$ cat src/hdl/rrsg_pkg.sv
// Shared constants, types and register codes of the rounded box span generator.
package rrsg_pkg;

	localparam int CW    = 16;
	localparam int FB    = 4;
	localparam int ROW_W = 12;
	localparam int NREG  = 7;
	localparam int IDX_W = 3;

	// Half-LSB sample coordinates need room for twice the box size and the row position.
	localparam int Y2W = ROW_W + FB + 1;
	localparam int HW  = ((Y2W > CW + 1) ? Y2W : CW + 1) + 1;
	localparam int EW  = CW + 2;

	localparam int DCW = $clog2(2 * CW);
	localparam int LAT = CW + 2;

	localparam int FQ_DEPTH = 4;
	localparam int FQW      = 2;
	localparam int DEPTH    = 32;
	localparam int DPW      = 5;

	localparam logic [IDX_W-1:0] REG_BOX_W  = IDX_W'(0);
	localparam logic [IDX_W-1:0] REG_BOX_H  = IDX_W'(1);
	localparam logic [IDX_W-1:0] REG_RAD_TL = IDX_W'(2);
	localparam logic [IDX_W-1:0] REG_RAD_TR = IDX_W'(3);
	localparam logic [IDX_W-1:0] REG_RAD_BR = IDX_W'(4);
	localparam logic [IDX_W-1:0] REG_RAD_BL = IDX_W'(5);
	localparam logic [IDX_W-1:0] REG_BORDER = IDX_W'(6);

	// Corner order of the radius sets.
	localparam int TL = 0;
	localparam int TR = 1;
	localparam int BR = 2;
	localparam int BL = 3;

	// Edge lanes of one row.
	localparam int L_OL = 0;
	localparam int L_OR = 1;
	localparam int L_IL = 2;
	localparam int L_IR = 3;

	typedef logic [CW-1:0] coord_t;
	typedef logic [3:0][CW-1:0] quad_t;

	typedef struct packed {
		coord_t w;
		coord_t h;
		quad_t  req;
		coord_t bw;
	} cfg_t;

	typedef struct packed {
		logic  ready;
		quad_t outer;
		quad_t inner;
	} shape_t;

	typedef struct packed {
		logic  drop;
		logic  single;
		quad_t r2;
		quad_t dy;
	} job_t;

endpackage

$ cat src/hdl/rrsg_norm.sv
// Radius normalizer: scales and clamps the outer and inner corner radii after a register write.
module rrsg_norm (
	input  logic             clk,
	input  logic             arst_n,
	input  logic             start,
	input  rrsg_pkg::cfg_t   cfg,
	output rrsg_pkg::shape_t shape
);

	localparam logic [1:0] ST_IDLE = 2'd0;
	localparam logic [1:0] ST_CMP  = 2'd1;
	localparam logic [1:0] ST_LOAD = 2'd2;
	localparam logic [1:0] ST_DIV  = 2'd3;

	logic [1:0]                 state_q;
	logic                       phase_q;
	logic [1:0]                 idx_q;
	logic [rrsg_pkg::DCW-1:0]   cnt_q;
	rrsg_pkg::quad_t            outer_q;
	rrsg_pkg::quad_t            inner_q;
	logic                       ready_q;

	logic [rrsg_pkg::CW-1:0]    num_q;
	logic [rrsg_pkg::CW:0]      den_q;
	logic [2*rrsg_pkg::CW-1:0]  dvd_q;
	logic [rrsg_pkg::CW:0]      rem_q;

	logic [rrsg_pkg::CW:0]      bw2;
	logic                       collapsed;
	rrsg_pkg::coord_t           sw;
	rrsg_pkg::coord_t           sh;
	rrsg_pkg::quad_t            src;
	logic [rrsg_pkg::CW:0]      sum;
	rrsg_pkg::coord_t           side;
	logic [2*rrsg_pkg::CW:0]    prod_a;
	logic [2*rrsg_pkg::CW:0]    prod_b;
	logic                       less;
	rrsg_pkg::coord_t           rmax;
	rrsg_pkg::coord_t           r_cur;
	logic                       scale;
	logic [rrsg_pkg::CW+1:0]    t;
	logic                       ge;
	logic [rrsg_pkg::CW:0]      rem_n;
	rrsg_pkg::coord_t           q_fin;
	logic                       store;
	rrsg_pkg::coord_t           stval;
	logic                       div_end;

	always_comb begin
		bw2       = {cfg.bw, 1'b0};
		collapsed = ({1'b0, cfg.w} <= bw2) || ({1'b0, cfg.h} <= bw2);
		if (phase_q) begin
			sw = rrsg_pkg::CW'({1'b0, cfg.w} - bw2);
			sh = rrsg_pkg::CW'({1'b0, cfg.h} - bw2);
		end else begin
			sw = cfg.w;
			sh = cfg.h;
		end
		for (int i = 0; i < 4; i++) begin
			if (phase_q) begin
				src[i] = (outer_q[i] > cfg.bw) ? outer_q[i] - cfg.bw : '0;
			end else begin
				src[i] = cfg.req[i];
			end
		end
		case (idx_q)
			2'd0: begin
				sum  = {1'b0, src[rrsg_pkg::TL]} + {1'b0, src[rrsg_pkg::TR]};
				side = sw;
			end
			2'd1: begin
				sum  = {1'b0, src[rrsg_pkg::BL]} + {1'b0, src[rrsg_pkg::BR]};
				side = sw;
			end
			2'd2: begin
				sum  = {1'b0, src[rrsg_pkg::TL]} + {1'b0, src[rrsg_pkg::BL]};
				side = sh;
			end
			default: begin
				sum  = {1'b0, src[rrsg_pkg::TR]} + {1'b0, src[rrsg_pkg::BR]};
				side = sh;
			end
		endcase
		// Exact ratio compare: side/sum < num/den by cross multiplication.
		prod_a = (2*rrsg_pkg::CW+1)'(side) * (2*rrsg_pkg::CW+1)'(den_q);
		prod_b = (2*rrsg_pkg::CW+1)'(num_q) * (2*rrsg_pkg::CW+1)'(sum);
		less   = prod_a < prod_b;
		rmax   = ((sw < sh) ? sw : sh) >> 1;
		r_cur  = src[idx_q];
		scale  = {1'b0, num_q} < den_q;
		t      = {rem_q, dvd_q[2*rrsg_pkg::CW-1]};
		ge     = t >= (rrsg_pkg::CW+2)'(den_q);
		rem_n  = ge ? (rrsg_pkg::CW+1)'(t - (rrsg_pkg::CW+2)'(den_q)) : t[rrsg_pkg::CW:0];
		q_fin  = {dvd_q[rrsg_pkg::CW-2:0], ge};
		div_end = cnt_q == rrsg_pkg::DCW'(2*rrsg_pkg::CW-1);
		store  = ((state_q == ST_LOAD) && !scale) || ((state_q == ST_DIV) && div_end);
		if (state_q == ST_LOAD) begin
			stval = (r_cur < rmax) ? r_cur : rmax;
		end else begin
			stval = (q_fin < rmax) ? q_fin : rmax;
		end
	end

	always_ff @(posedge clk or negedge arst_n) begin
		if (!arst_n) begin
			state_q <= ST_IDLE;
			phase_q <= 1'b0;
			idx_q   <= '0;
			cnt_q   <= '0;
			outer_q <= '0;
			inner_q <= '0;
			ready_q <= 1'b1;
		end else if (start) begin
			state_q <= ST_CMP;
			phase_q <= 1'b0;
			idx_q   <= '0;
			ready_q <= 1'b0;
		end else begin
			case (state_q)
				ST_CMP: begin
					idx_q <= idx_q + 2'd1;
					if (idx_q == 2'd3) begin
						state_q <= ST_LOAD;
					end
				end
				ST_LOAD: begin
					if (scale) begin
						cnt_q   <= '0;
						state_q <= ST_DIV;
					end
				end
				ST_DIV: begin
					cnt_q <= cnt_q + rrsg_pkg::DCW'(1);
				end
				default: begin
				end
			endcase
			if (store) begin
				if (phase_q) begin
					inner_q[idx_q] <= stval;
				end else begin
					outer_q[idx_q] <= stval;
				end
				idx_q <= idx_q + 2'd1;
				if (idx_q == 2'd3) begin
					if (!phase_q && !collapsed) begin
						phase_q <= 1'b1;
						state_q <= ST_CMP;
					end else begin
						// A box that the border eats up has no inner corners.
						if (!phase_q) begin
							inner_q <= '0;
						end
						ready_q <= 1'b1;
						state_q <= ST_IDLE;
					end
				end else begin
					state_q <= ST_LOAD;
				end
			end
		end
	end

	always_ff @(posedge clk) begin
		if (start || (store && idx_q == 2'd3)) begin
			num_q <= rrsg_pkg::CW'(1);
			den_q <= (rrsg_pkg::CW+1)'(1);
		end else if (state_q == ST_CMP && sum != '0 && less) begin
			num_q <= side;
			den_q <= sum;
		end
		if (state_q == ST_LOAD) begin
			dvd_q <= (2*rrsg_pkg::CW)'(r_cur) * (2*rrsg_pkg::CW)'(num_q);
			rem_q <= '0;
		end else if (state_q == ST_DIV) begin
			dvd_q <= {dvd_q[2*rrsg_pkg::CW-2:0], ge};
			rem_q <= rem_n;
		end
	end

	assign shape.ready = ready_q;
	assign shape.outer = outer_q;
	assign shape.inner = inner_q;

endmodule

$ cat config.mk
export PLATFORM = sky130hd
export DESIGN_NAME = rrsg_norm
export DESIGN_NICKNAME = d
export VERILOG_FILES = /design/src/hdl/rrsg_pkg.sv /design/src/hdl/rrsg_norm.sv
export SDC_FILE = /design/constraint.sdc
export NUM_CORES = 2
export LEC_CHECK = 0
export BUFFER_PORTS_ARGS = -buffer_cell sky130_fd_sc_hd__buf_2
export CAP_MARGIN = 20
export CORE_ASPECT_RATIO = 0.5
export CORE_MARGIN = 5
export CORE_UTILIZATION = 31
export DETAILED_ROUTE_END_ITERATION = 10
export SETUP_SLACK_MARGIN = 0.05
export SYNTH_ARGS = -nofsm -noshare
export SYNTH_HDL_FRONTEND = slang
export SYNTH_SLANG_ARGS = --single-unit
$ cat constraint.sdc
create_clock -name clk -period 27.7 [get_ports clk]
set_input_delay 0 -clock clk [delete_from_list [all_inputs] [get_ports clk]]
set_output_delay 0 -clock clk [all_outputs]
set_load 0.05 [all_outputs]
### Word level (Yosys, flattened, before mapping)

Index checks and enable logic that the tools add are counted.

* bits in read-only memories: 0
* logic and storage cells: 137
* output and inout port bits: 129
* bits in registers: 221
* RAM bits: 0
* memories: 0
* bits in latches: 0

* muxes and demuxes: 49
* add/sub/neg operators: 13
* divide/modulo/power cells: 0
* equal/unequal tests: 11
* multiply operators: 3
* reductions and logical operators: 28
* bitwise operators: 2
* order comparisons: 14
* shift operators: 0

Operators by type and width (number)
* $mux W16: 17
* $mux W64: 4
* $bwmux W64: 2
* $sub A16 B16 Y16: 6
* $add A16 B16 Y17: 4
* $mul A16 B17 Y33: 2
* $gt A16 B16 Y1: 4
* $mux W32: 2
* $pmux W17 S3: 1
* $le A16 B17 Y1: 2
* $lt A33 B33 Y1: 1
* $bmux W16 S2: 1
* $demux W16 S2: 1
* $lt A16 B15 Y1: 2
* $mul A16 B16 Y32: 1
* $ge A18 B17 Y1: 1
* $lt A16 B17 Y1: 1
* $mux W17: 1
* $reduce_bool A17 Y1: 1
* $sub A17 B17 Y17: 1
* $lt A16 B16 Y1: 1
* $mux W2: 8
* $reduce_and A3 Y1: 5
* $pmux W5 S2: 1
* other kinds (22): 50

### Depth between registers and ports, before layout

* word-level depth: 13
* mapped depth: 59
* gate-level depth less buffers: 55

### Worst setup path after synthesis

Ideal clock, no wire load.

* path kind: register to register
* start point: reg outer_q (netlist bit shape[80])
* end point: reg den_q[14] in the netlist's numbering
* period minus slack after synthesis: 12246 ps
* setup time: 86 ps
* data required time: 27614 ps
* cell stages (with the launch flop): 58
* arrival: 12161 ps
* slack: 15454 ps
* buffers on the path: 5
* cells stage by stage: dfrtp_1 > inv_1 > ha_1 > inv_1 > fa_1 > nand3_1 > a21oi_1 > o31ai_2 > a21oi_1 > o211a_1 > clkbuf_1 > buf_1 > nand2_1 > o21ai_0 > nor2_1 > a21oi_1 > ha_1 > a211oi_1 > [... 22 more ...] > a21oi_1 > a21oi_1 > a21o_1 > a21oi_1 > xor2_1 > ha_1 > a21o_1 > a21o_1 > a21o_1 > a21o_1 > a21oi_1 > o21ai_0 > a2111oi_2 > o21ai_1 > a41oi_2 > buf_2 > nor2_1 > a211oi_1

* cells in the longest elaborated chain, start to end: 8
* elaborated cells between the ends (all ways): 12
* classes of those cells: 3 x add/sub; 1 x mul; 2 x order compare; 3 x mux; 3 x reduce/logical

Ends and longest elaborated chain
* from (decl): line rrsg_norm.sv:19 `rrsg_pkg::quad_t outer_q;`
* from (signal, indexed assignment): line rrsg_norm.sv:142 `outer_q[idx_q] <= stval;`
* $sub A16 B16 Y16 or $gt A16 B16 Y1 (tied branches): line rrsg_norm.sv:61 `src[i] = (outer_q[i] > cfg.bw) ? outer_q[i] - cfg.bw : '0;`
* $mux W16 (*): line rrsg_norm.sv:61
* $mux W16 (*): line rrsg_norm.sv:60 `if (phase_q) begin`
* $add A16 B16 Y17 (on tied branches): line rrsg_norm.sv:80, rrsg_norm.sv:68
* $pmux W17 S3 (*): line rrsg_norm.sv:66 `case (idx_q)`
* $mul A16 B17 Y33 or $reduce_bool A17 Y1 (tied branches): line rrsg_norm.sv:86, rrsg_norm.sv:168
* $lt A33 B33 Y1 or $logic_and A1 B1 Y1 (tied branches): line rrsg_norm.sv:87, rrsg_norm.sv:168
* $logic_and A1 B1 Y1: line rrsg_norm.sv:168 `end else if (state_q == ST_CMP && sum != '0 && less) begin`
* to (signal assigned): line rrsg_norm.sv:167 `den_q <= (rrsg_pkg::CW+1)'(1);`
* to (signal assigned): line rrsg_norm.sv:170 `den_q <= sum;`
* to (decl): line rrsg_norm.sv:24 `logic [rrsg_pkg::CW:0] den_q;`

Every way passes the cells marked *; elsewhere a longest branch is shown, timed or not.
A chain may end at the register's enable or synchronous reset.

### Worst setup path after layout

* start point: reg outer_q (netlist bit shape[80])
* end point: reg den_q[1] in the netlist's numbering

Same word-level chain as after synthesis.

==> results.json <==
{
  "cts_made_buffers": 28,
  "setup_viol": 0,
  "slowest_delay_ns": 0.60,
  "setup_tns_ns": 0,
  "fmax_mhz": 73.60,
  "worst-setup-path-type": "reg2reg",
  "grt_pass1_vias": 40000,
  "core_um2": 148800,
  "cts-root-buf": "clkbuf_16",
  "design_area_um2": 51240,
  "fin_util": 0.3444,
  "cts_tree": "built",
  "initial_core_util": 0.3121,
  "timing.final.crit_share": 0.4905,
  "cts_hold_buf": 4,
  "clock-sinks": 221,
  "clock_latency_ns": 0.64,
  "place_area_um2": 50100,
  "place.gp.congestion": 1.033,
  "portBuffers": 243,
  "die_w_um": 557.3,
  "synth_seq_cells": 221,
  "period_minus_slack_ns": 13.59,
  "rsz0062_at_grt": "false",
  "hold_violations": 0,
  "syn_avg_cell_area_um2": 8.559,
  "grt_pass1_wl_um": 250900,
  "yosys_warnings": 0,
  "cap_violations": 0,
  "max-slew-margin-rel": 0.09710,
  "cts_htree_levels": 1,
  "fillers": 15340,
  "synthFlopType": "dfrtp_1",
  "cp.arrival_ns": 14.10,
  "drt-pass1-iter-count": 8,
  "synth_area_um2": 46420,
  "grt_max_degree": 79,
  "drtIter0Drc": 3329,
  "fin_hold_ws_ns": 0.1110,
  "ant_nets": 0,
  "worstPathRequired_ns": 28.21,
  "clk_pin_slew_ns": 0.06,
  "final-seq-area_um2": 5443,
  "drv_slew": 0,
  "outcome": "finished clean",
  "hp-class": "in2reg",
  "die_y_um": 283.6,
  "cts_max_path_buffers": 3,
  "track_usage": 0.2047,
  "boundaryPins": 244,
  "end_kind": "flip-flop",
  "grt_overflow": 0,
  "drc": 0,
  "num_rows": 100,
  "die-area_um2": 158100,
  "skew_ns": 0.05482,
  "dr_total_vias": 40110,
  "critPathLaunchType": "flip-flop",
  "drive_gt1_frac": 0.09330,
  "wl_um": 164100,
  "final_nets": 6852,
  "crit_fanout": 62,
  "wl_per_cell_um": 21.66,
  "post_cts_resize_count": 0,
  "seq_area_frac_synth": 0.1172,
  "netlist_instances": 5424,
  "worstMarginPinSlew_ns": 1.354,
  "ys_async_sr_fraction": 0.6290,
  "cts_setup_buffers": 0,
  "syn_nets": 6714,
  "hpwl_um": 127900,
  "antenna_found_initial": 9,
  "vias_per_cell": 5.292,
  "area_growth_pct": 10.38,
  "synth-edff-count": 32,
  "crit_slowest_cell": "a21o_1",
  "synth.distinct_cells": 101,
  "multiInputGateArea_um2": 36990
}
logic make-up after synthesis:
kind of cell,synth area share
flops,0.1172
compound gates,0.1435
xor+xnor,0.03471
mux,0.04091
buf+inv,0.08929
simple gates,0.1576
fa+ha+maj,0.4168
worst max-delay path: cells and delay by family (launching register included):
family / cells / cell delay (ns)
flip-flops: 1 / 0.40
AND/OR/NAND/NOR: 9 / 1.18
adder cells (fa/ha/maj): 11 / 4.61
AO/OA/AOI/OAI: 26 / 6.22
XOR/XNOR: 1 / 0.16
buffers and inverters: 7 / 0.84
cell type report:
type                       count  area share
clock inverter                18    0.004786
clock buffer                  34     0.01490
timing repair buffer         350     0.04071
antenna                        6   0.0002930
inverter                     856     0.06271
multi-input combinational   4105      0.7218
sequential                   221      0.1062
tap                         1989     0.04857
Yosys cell counts (7+ instances only):
master / instances / area (um2)
buf_1: 26 / 97.59
nand3_1: 82 / 410.4
a32oi_1: 35 / 306.5
fa_1: 619 / 12390
or2_2: 10 / 62.56
o2111ai_1: 7 / 61.31
mux2i_1: 114 / 1141
a211oi_1: 37 / 277.8
nor3_1: 55 / 275.3
inv_1: 854 / 3206
dfxtp_1: 50 / 1001
o21a_1: 34 / 255.2
nor2b_1: 48 / 300.3
o31ai_1: 27 / 202.7
a31oi_1: 28 / 175.2
o211ai_1: 16 / 120.1
o21ai_1: 33 / 165.2
nand2_1: 718 / 2695
edfxtp_1: 32 / 960.9
a211o_1: 9 / 78.83
and2_1: 296 / 1852
clkbuf_1: 201 / 754.5
xor2_1: 70 / 613.1
a21o_1: 99 / 743.2
xnor2_1: 114 / 998.5
and4_1: 8 / 70.07
ha_1: 556 / 6957
a22oi_1: 37 / 277.8
o21bai_1: 27 / 202.7
and3_1: 15 / 93.84
nand2b_1: 34 / 212.7
or3_1: 17 / 106.4
mux2_2: 54 / 608.1
buf_2: 13 / 65.06
o21ai_0: 208 / 1041
o31a_1: 7 / 61.31
nor2_1: 180 / 675.7
nand4_1: 38 / 237.7
dfrtp_1: 138 / 3453
a21oi_1: 295 / 1476
nor4_1: 8 / 50.05
a22o_1: 38 / 332.8
layout by cell type (no fill, tap or decap), types with 37 or more instances in the layout:
| master | count |
|---|---|
| nor3_1 | 54 |
| nor2_1 | 178 |
| nand3_1 | 82 |
| a21o_1 | 99 |
| nor2b_1 | 48 |
| mux2i_1 | 101 |
| mux2_2 | 54 |
| and2_1 | 296 |
| nand2_1 | 718 |
| buf_4 | 101 |
| dfxtp_1 | 50 |
| inv_1 | 852 |
| a22oi_1 | 37 |
| a211oi_1 | 37 |
| buf_2 | 242 |
| fa_1 | 619 |
| a21oi_1 | 293 |
| dfrtp_1 | 137 |
| o21ai_0 | 208 |
| a22o_1 | 38 |
| ha_1 | 555 |
| xor2_1 | 70 |
| nand4_1 | 38 |
| xnor2_1 | 114 |
routing by layer:
| layer | global-route usage | wire length [um] | share of wire | up-vias |
|---|---|---|---|---|
| met5 | 0 | 21 | 0.00013 | - |
| met4 | 0.07950 | 7473 | 0.046 | 4 |
| met3 | 0.03585 | 12640 | 0.077 | 317 |
| met2 | 0.3243 | 73440 | 0.45 | 1480 |
| met1 | 0.2781 | 70570 | 0.43 | 20120 |
| li1 | - | - | - | 18190 |
state kept, by name, summed over array words and instances, names as in the netlist:
| register | flops |
|---|---|
| phase_q | 1 |
| rem_q | 17 |
| den_q | 17 |
| cnt_q | 5 |
| shape | 128 |
| state_q | 2 |
| idx_q | 2 |
| ready_q | 1 |
| dvd_q | 32 |
| num_q | 16 |
path summary, 6_finish.rpt:
check	from	endpoint	slack (ns)	cells past startpoint
max	shape[80]$_DFFE_PN0P_	den_q[1]$_SDFFE_PP0P_	14.11	54
min	cfg[15]	state_q[0]$_DFFE_PN0P_	0.11	5
max reg2reg	shape[80]$_DFFE_PN0P_	den_q[1]$_SDFFE_PP0P_	14.11	54
min reg2reg	shape[47]$_DFFE_PN0P_	shape[47]$_DFFE_PN0P_	0.48	1
max in group asynchronous	arst_n	shape[108]$_DFFE_PN0P_	26.50	5
min in group asynchronous	arst_n	shape[125]$_DFFE_PN0P_	0.36	3
per-stage QoR:
step	cells	worst slack, ns
after global placement	7511	14.37
after global routing	7576	13.11
after detailed placement	7513	14.25
after floorplan	5424	15.45
after CTS	7569	14.30
final	7579	14.11
Power is left out: the tool's default activity adds up to more than one toggle a clock period on the data nets, which glitch-free logic cannot reach.
